$ cat config.mk
export PLATFORM = sky130hd
export DESIGN_NAME = stream_pattern_replace
export DESIGN_NICKNAME = d
export VERILOG_FILES = /design/src/hw/rtl/spr_pkg.sv /design/src/hw/rtl/spr_cell.sv /design/src/hw/rtl/stream_pattern_replace.sv
export SDC_FILE = /design/constraint.sdc
export NUM_CORES = 1
export LEC_CHECK = 0
export ABC_AREA = 1
export BUFFER_PORTS_ARGS = -buffer_cell sky130_fd_sc_hd__buf_2
export CAP_MARGIN = 20
export CORE_UTILIZATION = 45
export DETAILED_ROUTE_END_ITERATION = 8
export PLACE_DENSITY = 0.63
export SETUP_SLACK_MARGIN = 0.5
export SYNTH_ARGS = -nofsm -noshare
export SYNTH_HDL_FRONTEND = slang
export SYNTH_SLANG_ARGS = --single-unit
$ cat constraint.sdc
create_clock -name clk -period 15.6 [get_ports clk]
set_input_delay 3.12 -clock clk [delete_from_list [all_inputs] [get_ports clk]]
set_output_delay 3.12 -clock clk [all_outputs]
set_load 0.01 [all_outputs]
$ cat src/hw/rtl/spr_pkg.sv
package spr_pkg;

  localparam logic [1:0] CMD_HOLD = 2'd0;
  localparam logic [1:0] CMD_OWN  = 2'd1;
  localparam logic [1:0] CMD_NEXT = 2'd2;

  localparam logic [1:0] REG_PATTERN_BYTES      = 2'd0;
  localparam logic [1:0] REG_PATTERN_LENGTH     = 2'd1;
  localparam logic [1:0] REG_REPLACEMENT_BYTES  = 2'd2;
  localparam logic [1:0] REG_REPLACEMENT_LENGTH = 2'd3;

  typedef struct packed {
    logic [1:0] cmd;
    logic       append_here;
    logic       use_rep;
    logic       compare_en;
  } cell_ctrl_t;

endpackage

$ cat src/hw/rtl/spr_cell.sv
module spr_cell (
  input  logic               clk,
  input  spr_pkg::cell_ctrl_t ctrl,
  input  logic [7:0]         in_byte,
  input  logic [7:0]         rep_byte,
  input  logic [7:0]         pat_byte,
  input  logic               match_in,
  input  logic [7:0]         staged_next,
  output logic [7:0]         staged,
  output logic               match_out
);
  import spr_pkg::*;

  logic [7:0] cur;
  logic [7:0] wnd;

  assign wnd       = ctrl.append_here ? in_byte : cur;
  assign staged    = ctrl.use_rep ? rep_byte : wnd;
  assign match_out = match_in & (~ctrl.compare_en | (wnd == pat_byte));

  always_ff @(posedge clk) begin
    unique case (ctrl.cmd)
      CMD_OWN:  cur <= staged;
      CMD_NEXT: cur <= staged_next;
      default:  cur <= cur;
    endcase
  end

endmodule

$ cat src/hw/rtl/stream_pattern_replace.sv
// Channel   Direction  Signals                                   Payload
// s_*       in         s_tvalid s_tready s_tdata s_tuser s_tlast  byte, has-byte flag, end of text
// m_*       out        m_tvalid m_tready m_tdata m_tuser m_tlast  byte, has-byte/run-last, end of text
// cfg_*     in         cfg_we cfg_index cfg_data                  register writes
//
// An input transaction that gives at most one result is taken every cycle while
// the output is not stalled. One that gives n results holds s_tready low while
// the cell row shifts the pending bytes out through cell 0, one per cycle unless stalled.
// Reset is synchronous and clears the counters and the output valid; the
// window contents are undefined until written. A low m_tready holds the
// output register and stops the row.
module stream_pattern_replace #(
  parameter int MAX_PATTERN     = 8,
  parameter int MAX_REPLACEMENT = 8
) (
  input  logic        clk,
  input  logic        rst,
  input  logic        s_tvalid,
  output logic        s_tready,
  input  logic [7:0]  s_tdata,   // [7:0] in_byte
  input  logic        s_tuser,   // [0] in_has_byte
  input  logic        s_tlast,
  output logic        m_tvalid,
  input  logic        m_tready,
  output logic [7:0]  m_tdata,   // [7:0] out_byte
  output logic [1:0]  m_tuser,   // [0] out_has_byte, [1] run_last
  output logic        m_tlast,
  input  logic        cfg_we,
  input  logic [1:0]  cfg_index,
  input  logic [63:0] cfg_data
);
  import spr_pkg::*;

  localparam int DEPTH = (MAX_PATTERN > MAX_REPLACEMENT) ? MAX_PATTERN : MAX_REPLACEMENT;
  localparam int CW    = $clog2(DEPTH + 1);

  logic [63:0] pattern_bytes;
  logic [3:0]  pattern_length;
  logic [63:0] replacement_bytes;
  logic [3:0]  replacement_length;

  logic [CW-1:0] count;
  logic [CW-1:0] emit_left;
  logic          end_pend;

  logic          out_valid;
  logic [7:0]    out_byte;
  logic          out_has_byte;
  logic          run_last;
  logic          text_end;

  logic [3:0]    plen4;
  logic [3:0]    rlen4;
  logic [CW-1:0] plen;
  logic [CW-1:0] rlen;
  logic [CW-1:0] cnt1;
  logic [CW-1:0] emit;
  logic [CW-1:0] keep;
  logic          use_rep;
  logic          marker;
  logic          result_now;
  logic          single;
  logic          advance;
  logic          accept;
  logic          drain_step;

  cell_ctrl_t    ctrl   [DEPTH];
  logic [7:0]    staged [DEPTH];
  logic [DEPTH:0] match_chain;

  always_ff @(posedge clk) begin
    if (rst) begin
      pattern_bytes      <= 64'd0;
      pattern_length     <= 4'd1;
      replacement_bytes  <= 64'd0;
      replacement_length <= 4'd0;
    end else if (cfg_we) begin
      unique case (cfg_index)
        REG_PATTERN_BYTES:      pattern_bytes      <= cfg_data;
        REG_PATTERN_LENGTH:     pattern_length     <= cfg_data[3:0];
        REG_REPLACEMENT_BYTES:  replacement_bytes  <= cfg_data;
        REG_REPLACEMENT_LENGTH: replacement_length <= cfg_data[3:0];
        default: ;
      endcase
    end
  end

  always_comb begin
    if (pattern_length == 4'd0) begin
      plen4 = 4'd1;
    end else if (pattern_length > 4'(MAX_PATTERN)) begin
      plen4 = 4'(MAX_PATTERN);
    end else begin
      plen4 = pattern_length;
    end
    if (replacement_length > 4'(MAX_REPLACEMENT)) begin
      rlen4 = 4'(MAX_REPLACEMENT);
    end else begin
      rlen4 = replacement_length;
    end
  end

  assign plen = CW'(plen4);
  assign rlen = CW'(rlen4);
  assign cnt1 = count + CW'(s_tuser);

  assign advance    = ~out_valid | m_tready;
  assign s_tready   = (emit_left == '0) & advance;
  assign accept     = s_tvalid & s_tready;
  assign drain_step = (emit_left != '0) & advance;

  always_comb begin
    use_rep = 1'b0;
    emit    = '0;
    keep    = cnt1;
    if (s_tuser) begin
      if (cnt1 > plen) begin
        emit = cnt1 - plen;
        keep = plen;
      end else if (cnt1 == plen) begin
        if (match_chain[DEPTH]) begin
          use_rep = 1'b1;
          emit    = rlen;
          keep    = '0;
        end else begin
          emit = CW'(1);
          keep = plen - CW'(1);
        end
      end
    end
    if (s_tlast) begin
      emit = emit + keep;
      keep = '0;
    end
  end

  assign marker     = s_tlast & (emit == '0);
  assign result_now = (emit != '0) | marker;
  assign single     = (emit == CW'(1)) | marker;

  assign match_chain[0] = 1'b1;

  for (genvar i = 0; i < DEPTH; i++) begin : g_cell
    logic [7:0] nb;

    if (i == DEPTH - 1) begin : g_tail
      assign nb = 8'h00;
    end else begin : g_body
      assign nb = staged[i+1];
    end

    always_comb begin
      ctrl[i].append_here = accept & s_tuser & (count == CW'(i));
      ctrl[i].use_rep     = accept & use_rep;
      ctrl[i].compare_en  = CW'(i) < plen;
      if (accept) begin
        ctrl[i].cmd = (emit != '0) ? CMD_NEXT : CMD_OWN;
      end else if (drain_step) begin
        ctrl[i].cmd = CMD_NEXT;
      end else begin
        ctrl[i].cmd = CMD_HOLD;
      end
    end

    spr_cell u_cell (
      .clk         (clk),
      .ctrl        (ctrl[i]),
      .in_byte     (s_tdata),
      .rep_byte    (replacement_bytes[8*i +: 8]),
      .pat_byte    (pattern_bytes[8*i +: 8]),
      .match_in    (match_chain[i]),
      .staged_next (nb),
      .staged      (staged[i]),
      .match_out   (match_chain[i+1])
    );
  end

  always_ff @(posedge clk) begin
    if (rst) begin
      out_valid <= 1'b0;
      emit_left <= '0;
      count     <= '0;
      end_pend  <= 1'b0;
    end else if (accept) begin
      count     <= keep;
      end_pend  <= s_tlast;
      out_valid <= result_now;
      emit_left <= (emit != '0) ? emit - CW'(1) : '0;
    end else if (drain_step) begin
      out_valid <= 1'b1;
      emit_left <= emit_left - CW'(1);
    end else if (m_tready) begin
      out_valid <= 1'b0;
    end
  end

  always_ff @(posedge clk) begin
    if (accept && result_now) begin
      out_byte     <= marker ? 8'h00 : staged[0];
      out_has_byte <= ~marker;
      run_last     <= single;
      text_end     <= s_tlast & single;
    end else if (drain_step) begin
      out_byte     <= staged[0];
      out_has_byte <= 1'b1;
      run_last     <= (emit_left == CW'(1));
      text_end     <= end_pend & (emit_left == CW'(1));
    end
  end

  assign m_tvalid = out_valid;
  assign m_tdata  = out_byte;
  assign m_tuser  = {run_last, out_has_byte};
  assign m_tlast  = text_end;

endmodule
---- Word level (Yosys, flattened, before mapping) ----
Index checks and enable logic that the tools add are counted.
storage, ports and cells
  register bits ........................... 221
  bits of input ports ..................... 81
  output and inout bits ................... 13
  logic and storage cells ................. 179
operators by class
  add/sub/neg operators ................... 6
  magnitude comparators ................... 11
  equality and inequality tests ........... 23
  mux-type cells .......................... 59
  bitwise operators ....................... 44
  reduce and logical (&&, ||, !) cells .... 16
operator list
  kind                                                       count
  two-way mux 8 bit                                          19
  one-hot mux 8 bit (2 select lines)                         8
  equality test 8 bit                                        8
  two-way mux 4 bit                                          16
  bitwise AND 1 bit                                          23
  equality test 4 x 3 -> 1 bit, second input constant        4
  zero test 4 bit                                            4
  less-than comparator 3 x 4 -> 1 bit, first input constant  4
  two-way mux 1 bit                                          13
  equality test 4 x 1 -> 1 bit, second input constant        3
  subtractor 4 x 1 -> 4 bit, second input constant           3
  OR 1 bit                                                   11
  NOT 1 bit                                                  10
  equality test 4 x 2 -> 1 bit, second input constant        2
  > comparator 4 bit, second input constant                  2
  less-than comparator 1 x 4 -> 1 bit, first input constant  2
  less-than comparator 2 x 4 -> 1 bit, first input constant  2
  AND reduction 2 bit                                        4
  nonzero test 4 bit                                         2
  equality test 2 bit, second input constant                 3
  two-way mux 2 bit                                          3
  nonzero test 2 bit                                         3
  adder 4 x 1 -> 4 bit                                       1
  adder 4 bit                                                1
  7 further kinds                                            8

---- Longest topological paths before layout ----
  depth after elaboration ................. 27
  depth in mapped cells ................... 41
  mapped depth without buffers ............ 38

---- Cells and area by module ----
From an unflattened synthesis, not the netlist that was laid out.
unflattened totals
  cells, all modules ...................... 1912
  area, all modules ....................... 12703.4 um2
modules (own cells, without submodules)
  module                  instances  cells each  area an instance (um2)  sequential area each (um2)
  stream_pattern_replace  1          864         6517.5                  3253.1
  spr_cell                8          131         773.2                   240.2

---- Least setup slack after synthesis ----
OpenSTA, ideal clock, no wires.
  path kind ............................... input -> register
  start point ............................. in s_tuser
  end point ............................... reg g_cell[4].u_cell.cur[1] (data pin)
  setup time .............................. 0.252 ns
  arrival time ............................ 6.856 ns
  required time ........................... 15.348 ns
  path slack .............................. 8.492 ns
  stages on the path ...................... 26
  buffers on the path ..................... 2
  cell sequence ........................... ha_1 -> ha_1 -> xnor2_1 -> inv_1 -> ha_1 -> nand2_1 -> inv_1 -> nand3_1 -> clkinv_1 -> nor2_1 -> nand2_1 -> a31oi_1 -> ha_1 -> inv_1 -> fa_1 -> or2_2 -> a21oi_1 -> a21oi_4 -> nor2_4 -> nand2_2 -> nand2_2 -> nand2_2 -> buf_6 -> buf_2 -> nand2_1 -> nand2_1
on the way
  word-level cells in the longest chain between the ends .. 23
  elaborated cells on any way between the ends .. 67
  classes of those cells .................. add/sub: 3; order compare: 1; eq/ne: 11; mux: 26; bitwise: 25; reduce/logical: 1
RTL lines
  item                                                                 line                           RTL
  start: declaration                                                   stream_pattern_replace.sv:21   input logic s_tuser,
  bitwise AND 1 bit (2 in a row)                                       stream_pattern_replace.sv:153  ctrl[i].append_here = accept & s_tuser & (count == CW'(i));
  two-way mux 8 bit                                                    spr_cell.sv:17                 assign wnd = ctrl.append_here ? in_byte : cur;
  equality test 8 bit                                                  spr_cell.sv:19                 assign match_out = match_in & (~ctrl.compare_en | (wnd == pat_byte));
  OR 1 bit                                                             spr_cell.sv:19
  bitwise AND 1 bit (7 in a row)                                       spr_cell.sv:19
  two-way mux 4 bit                                                    stream_pattern_replace.sv:121  if (match_chain[DEPTH]) begin
  two-way mux 4 bit                                                    stream_pattern_replace.sv:120  end else if (cnt1 == plen) begin
  two-way mux 4 bit                                                    stream_pattern_replace.sv:117  if (cnt1 > plen) begin
  two-way mux 4 bit                                                    stream_pattern_replace.sv:116  if (s_tuser) begin
  adder 4 bit                                                          stream_pattern_replace.sv:132  emit = emit + keep;
  two-way mux 4 bit                                                    stream_pattern_replace.sv:131  if (s_tlast) begin
  nonzero test 4 bit                                                   stream_pattern_replace.sv:157  ctrl[i].cmd = (emit != '0) ? CMD_NEXT : CMD_OWN;
  two-way mux 2 bit                                                    stream_pattern_replace.sv:157
  two-way mux 2 bit                                                    stream_pattern_replace.sv:156  if (accept) begin
  equality test 2 bit or equality test 2 x 1 -> 1 bit (tied branches)  spr_cell.sv:22                 unique case (ctrl.cmd)
  one-hot mux 8 bit (2 select lines) *                                 spr_cell.sv:22
  end signal: assignment                                               spr_cell.sv:23                 CMD_OWN: cur <= staged;
  end signal: assignment                                               spr_cell.sv:24                 CMD_NEXT: cur <= staged_next;
  end signal: assignment                                               spr_cell.sv:25                 default: cur <= cur;
  end: declaration                                                     spr_cell.sv:14                 logic [7:0] cur;
Every way passes the cells marked *; elsewhere a longest branch is shown, timed or not.
A chain may end at the register's enable or synchronous reset.

---- Final worst setup path ----
  start point ............................. in s_tuser
  end point ............................... reg g_cell[2].u_cell.cur[2] (data pin)
on the way
  word-level cells in the longest chain between the ends .. 23
  elaborated cells on any way between the ends .. 67
  classes of those cells .................. add/sub: 3; order compare: 1; eq/ne: 11; mux: 26; bitwise: 25; reduce/logical: 1
RTL lines
  item                                                                 line
  bitwise AND 1 bit (2 in a row)                                       stream_pattern_replace.sv:153
  two-way mux 8 bit                                                    spr_cell.sv:17
  equality test 8 bit                                                  spr_cell.sv:19
  OR 1 bit                                                             spr_cell.sv:19
  bitwise AND 1 bit (7 in a row)                                       spr_cell.sv:19
  two-way mux 4 bit                                                    stream_pattern_replace.sv:121
  two-way mux 4 bit                                                    stream_pattern_replace.sv:120
  two-way mux 4 bit                                                    stream_pattern_replace.sv:117
  two-way mux 4 bit                                                    stream_pattern_replace.sv:116
  adder 4 bit                                                          stream_pattern_replace.sv:132
  two-way mux 4 bit                                                    stream_pattern_replace.sv:131
  nonzero test 4 bit                                                   stream_pattern_replace.sv:157
  two-way mux 2 bit                                                    stream_pattern_replace.sv:157
  two-way mux 2 bit                                                    stream_pattern_replace.sv:156
  equality test 2 bit or equality test 2 x 1 -> 1 bit (tied branches)  spr_cell.sv:22
  one-hot mux 8 bit (2 select lines) *                                 spr_cell.sv:22
  end signal: assignment                                               spr_cell.sv:23
  end signal: assignment                                               spr_cell.sv:24
  end signal: assignment                                               spr_cell.sv:25
  end: declaration                                                     spr_cell.sv:14
Marks and branches as above.

==> results.md <==
- Status: completed
- Crit path from: s_tuser
- Die height: 169 um
- GRT overflow: 0
- Cell variety after synth: 41
- VDD IR max: around 130 uV
- Worst Setup EP: g_cell[2].u_cell.cur[2]
- Worst Tran Pin Value: between 1000 and 1500 ps
- RSZ-0062 raised after global routing: no
- Max stage delay cell, worst path: nor2_4
- Slew Limit Fails: 0
- FF+latch count, synth: 221
- Crit Reg-Reg Endpoint: g_cell[2].u_cell.cur[2]
- Post-Synth XOR/XNOR Area: 0.280%
- Total GRT Usage: between 20 and 30%
- CTS sink count: 221
- CTS buffer count: 25
- Share of layout cells above drive strength 1: 10.1%
- Power per cell area: 169 nW/um2
- P_leak: 0.00664 uW
- Peak Freq: roughly 110 MHz
- Fill count: approximately 2700
- Area Growth Syn to Fin: 10.9%
- Global-route wire length before repair: about 59000 um
- Routed length per instance: 16.4 um
- Clock slew at reported path FFs: around 60 ps
- Seq/Total Area, Yosys: between 40% and 50%
- Final Critical Period: 9450 ps
- Initial antenna violation count: 0
- Final non-filler cell total: between 2000 and 2500
- R2R depth: 35
- Reg-to-reg critical path startpoint: emit_left[0]
- Cells after DPL: roughly 2200
- Max cap viols: 0
- Post-CTS Setup Repair Bufs: 0
- Largest fanout on the critical path: 65
- Critical path class: in2reg
- Hold Crit Class: reg2reg
- Syn nets: 1921
- DIE AREA: 28400 um2
- Routability cong.: between 0.9 and 1
- Main combinational cell family by area after synthesis: simple AND/OR/NAND/NOR gates
- Top cell type by total area after synthesis: dfxtp_1
- Worst hold stages: 2
- Critical Path AT: 9720 ps
- CTS Hold Buffers Added: 0
- Post-Syn Area: between 10000 and 15000 um2
- Core area: ~27000 um2
- Vias in the first global route: 11100
- Synth Area in Adders: a little under 2%
- Post-synthesis simple-gate area fraction: between 30% and 40%
- IO Pins: 94
- Reg2Reg Setup Slack: between 8000 and 9000 ps
- Final hold violations: 0
- IO Port Bufs: just over 90
- H-tree depth: 1
- Part of the cycle the worst path needs: around 61%
- Critical Path RT: 15880 ps
- Vias: between 10000 and 15000
- Setup TNS: 0 ps
- Yosys warns: 0
- Largest net degree at the start of global routing: 74
- # nets final: 1955
- PostCTS Resize Cnt: 0
- Worst setup EP type: flop
- CP startpoint kind: input pin
- Initial Util: between 40% and 50%
- CTS tree: done
- HPWL Detailed: 24900 um
- CTS Root Cell: clkbuf_16
- Diodes inserted: 0
- Top cell type's share of synthesized area: between 20% and 30%
- Worst slew margin: between 20% and 30%
- Syn avg cell area: a little under 7 um2
- Hold slack: roughly 460 ps
- Post-synthesis mux area share: 0%
- Die span in x: 169 um
- Compound-gate portion of the synthesized area: around 13%
- Most frequent cells in the layout: nand2_1 (520), nor2_1 (276), o21ai_0 (168), inv_1 (156), dfxtp_1 (146)
- Drc violations: 0
- Top cells by area, synth: dfxtp_1 (23%), edfxtp_1 (18%), nand2_1 (16%)
- Most used cell, CP: nand2_1
- Vias per cell: roughly 5.4
- Final setup fails: 0
- Clock Tree Buf Depth: 3
- Routed wire length: ~37000 um
- Detail Route Antenna Nets: 0
- Synth Instances: 1822
- TritonRoute pass-1 iters: 7
- Worst path max stage delay: around 800 ps
- Clock Skew: ~12 ps
- Initial DRC count: roughly 1200
- Commonest non-fill, non-tap cell in the layout: nand2_1
- Skew-Pair Late Insertion Delay: 530 ps
- Row cnt: 60
worst max-delay path, delay by kind of cell:
family	cells	cell delay (ps)
AOI/OAI and AO/OA	3	330
and+or+nand+nor	21	3290
buffers and inverters	7	2150
adders and majority gates	2	640
power breakdown:
part | internal, uW | total, uW | switching [uW]
combinational | 269 | 886 | 617
sequential | 807 | 854 | 47.1
clock | 352 | 595 | 244
total | 1430 | 2340 | 908
cells in the mapped netlist:
cell type  count
ha_1          16
dfxtp_1      146
nand3_4        1
nor3b_1        1
nor3_1         3
or2_0          4
a32oi_1        1
nand4_1       48
a21oi_4        1
o211ai_1       2
nand2_2        7
nor2_2         4
and2_4         1
a31oi_1       50
nand3_2        3
inv_1        159
clkbuf_2       1
clkinv_1       1
a21oi_1       67
edfxtp_1      75
nor2_4         7
xnor2_1        2
nand2_1      521
nand3b_1      25
buf_6         11
fa_1           2
o21ai_1        3
o31ai_1        1
nand3_1      106
or2_1          2
xor2_1         2
buf_2         22
o21ai_0      168
buf_4         10
a22oi_1        1
or2_2          7
inv_2          8
o21ai_2        1
clkbuf_1      53
nor2_1       277
a211oi_1       2
worst min path at each step:
stage | start | endpoint | slack, ps
after floorplan | replacement_length[0] | replacement_length[0] | 420
after global placement | replacement_length[0] | replacement_length[0] | 440
after detailed placement | replacement_length[0] | replacement_length[0] | 450
after CTS | replacement_length[0] | replacement_length[0] | 460
after global routing | replacement_length[0] | replacement_length[0] | 470
final | replacement_length[0] | replacement_length[0] | 460
area by class of cell:
| class | instances | area (um2) | area share (%) |
|---|---|---|---|
| clock buffer | 36 | 751 | 5.42 |
| sequential | 221 | 5170 | 37.4 |
| tap | 372 | 465 | 3.36 |
| inverter | 168 | 633 | 4.57 |
| clock inverter | 9 | 77.6 | 0.560 |
| timing repair buffer | 104 | 548 | 3.96 |
| multi-input combinational | 1336 | 6200 | 44.8 |
registers in the layout, summed over array words and instances (netlist names):
name and count:
replacement_length 4, pattern_length 4, out_has_byte 1, run_last 1
replacement_bytes 64, m_tdata 8, end_pend 1, m_tvalid 1
g_cell.u_cell.cur 64, emit_left 4, m_tlast 1, pattern_bytes 64
count 4
stage by stage:
step	util, %	cell area [um2]	power, uW	worst slack, ps
after floorplan	-	12500	1540	8490
after global placement	48.1	13000	1720	5860
after detailed placement	48.1	13000	1740	5710
after CTS	51.1	13900	2340	6270
after global routing	51.1	13900	2500	5470
final	51.1	13900	2340	6150
logic make-up (layout without fill, tap and decap cells):
logic type | after synthesis | count (layout)
and+or+nand+nor | 1017 | 1017
adders and majority gates | 18 | 18
DFF | 221 | 221
AOI/OAI and AO/OA | 297 | 297
buffers and inverters | 265 | 317
xor gates and xnor gates | 4 | 4
routing by layer:
layer / vias up / part of all wire, % / GRT usage [%]
li1: 6003 / - / -
met1: 5584 / 45 / 36.0
met2: 439 / 45 / 41.9
met3: 52 / 8.0 / 4.02
met4: 0 / 1.9 / 6.28
met5: - / 0 / 0
(Power assumes the default switching activity.)
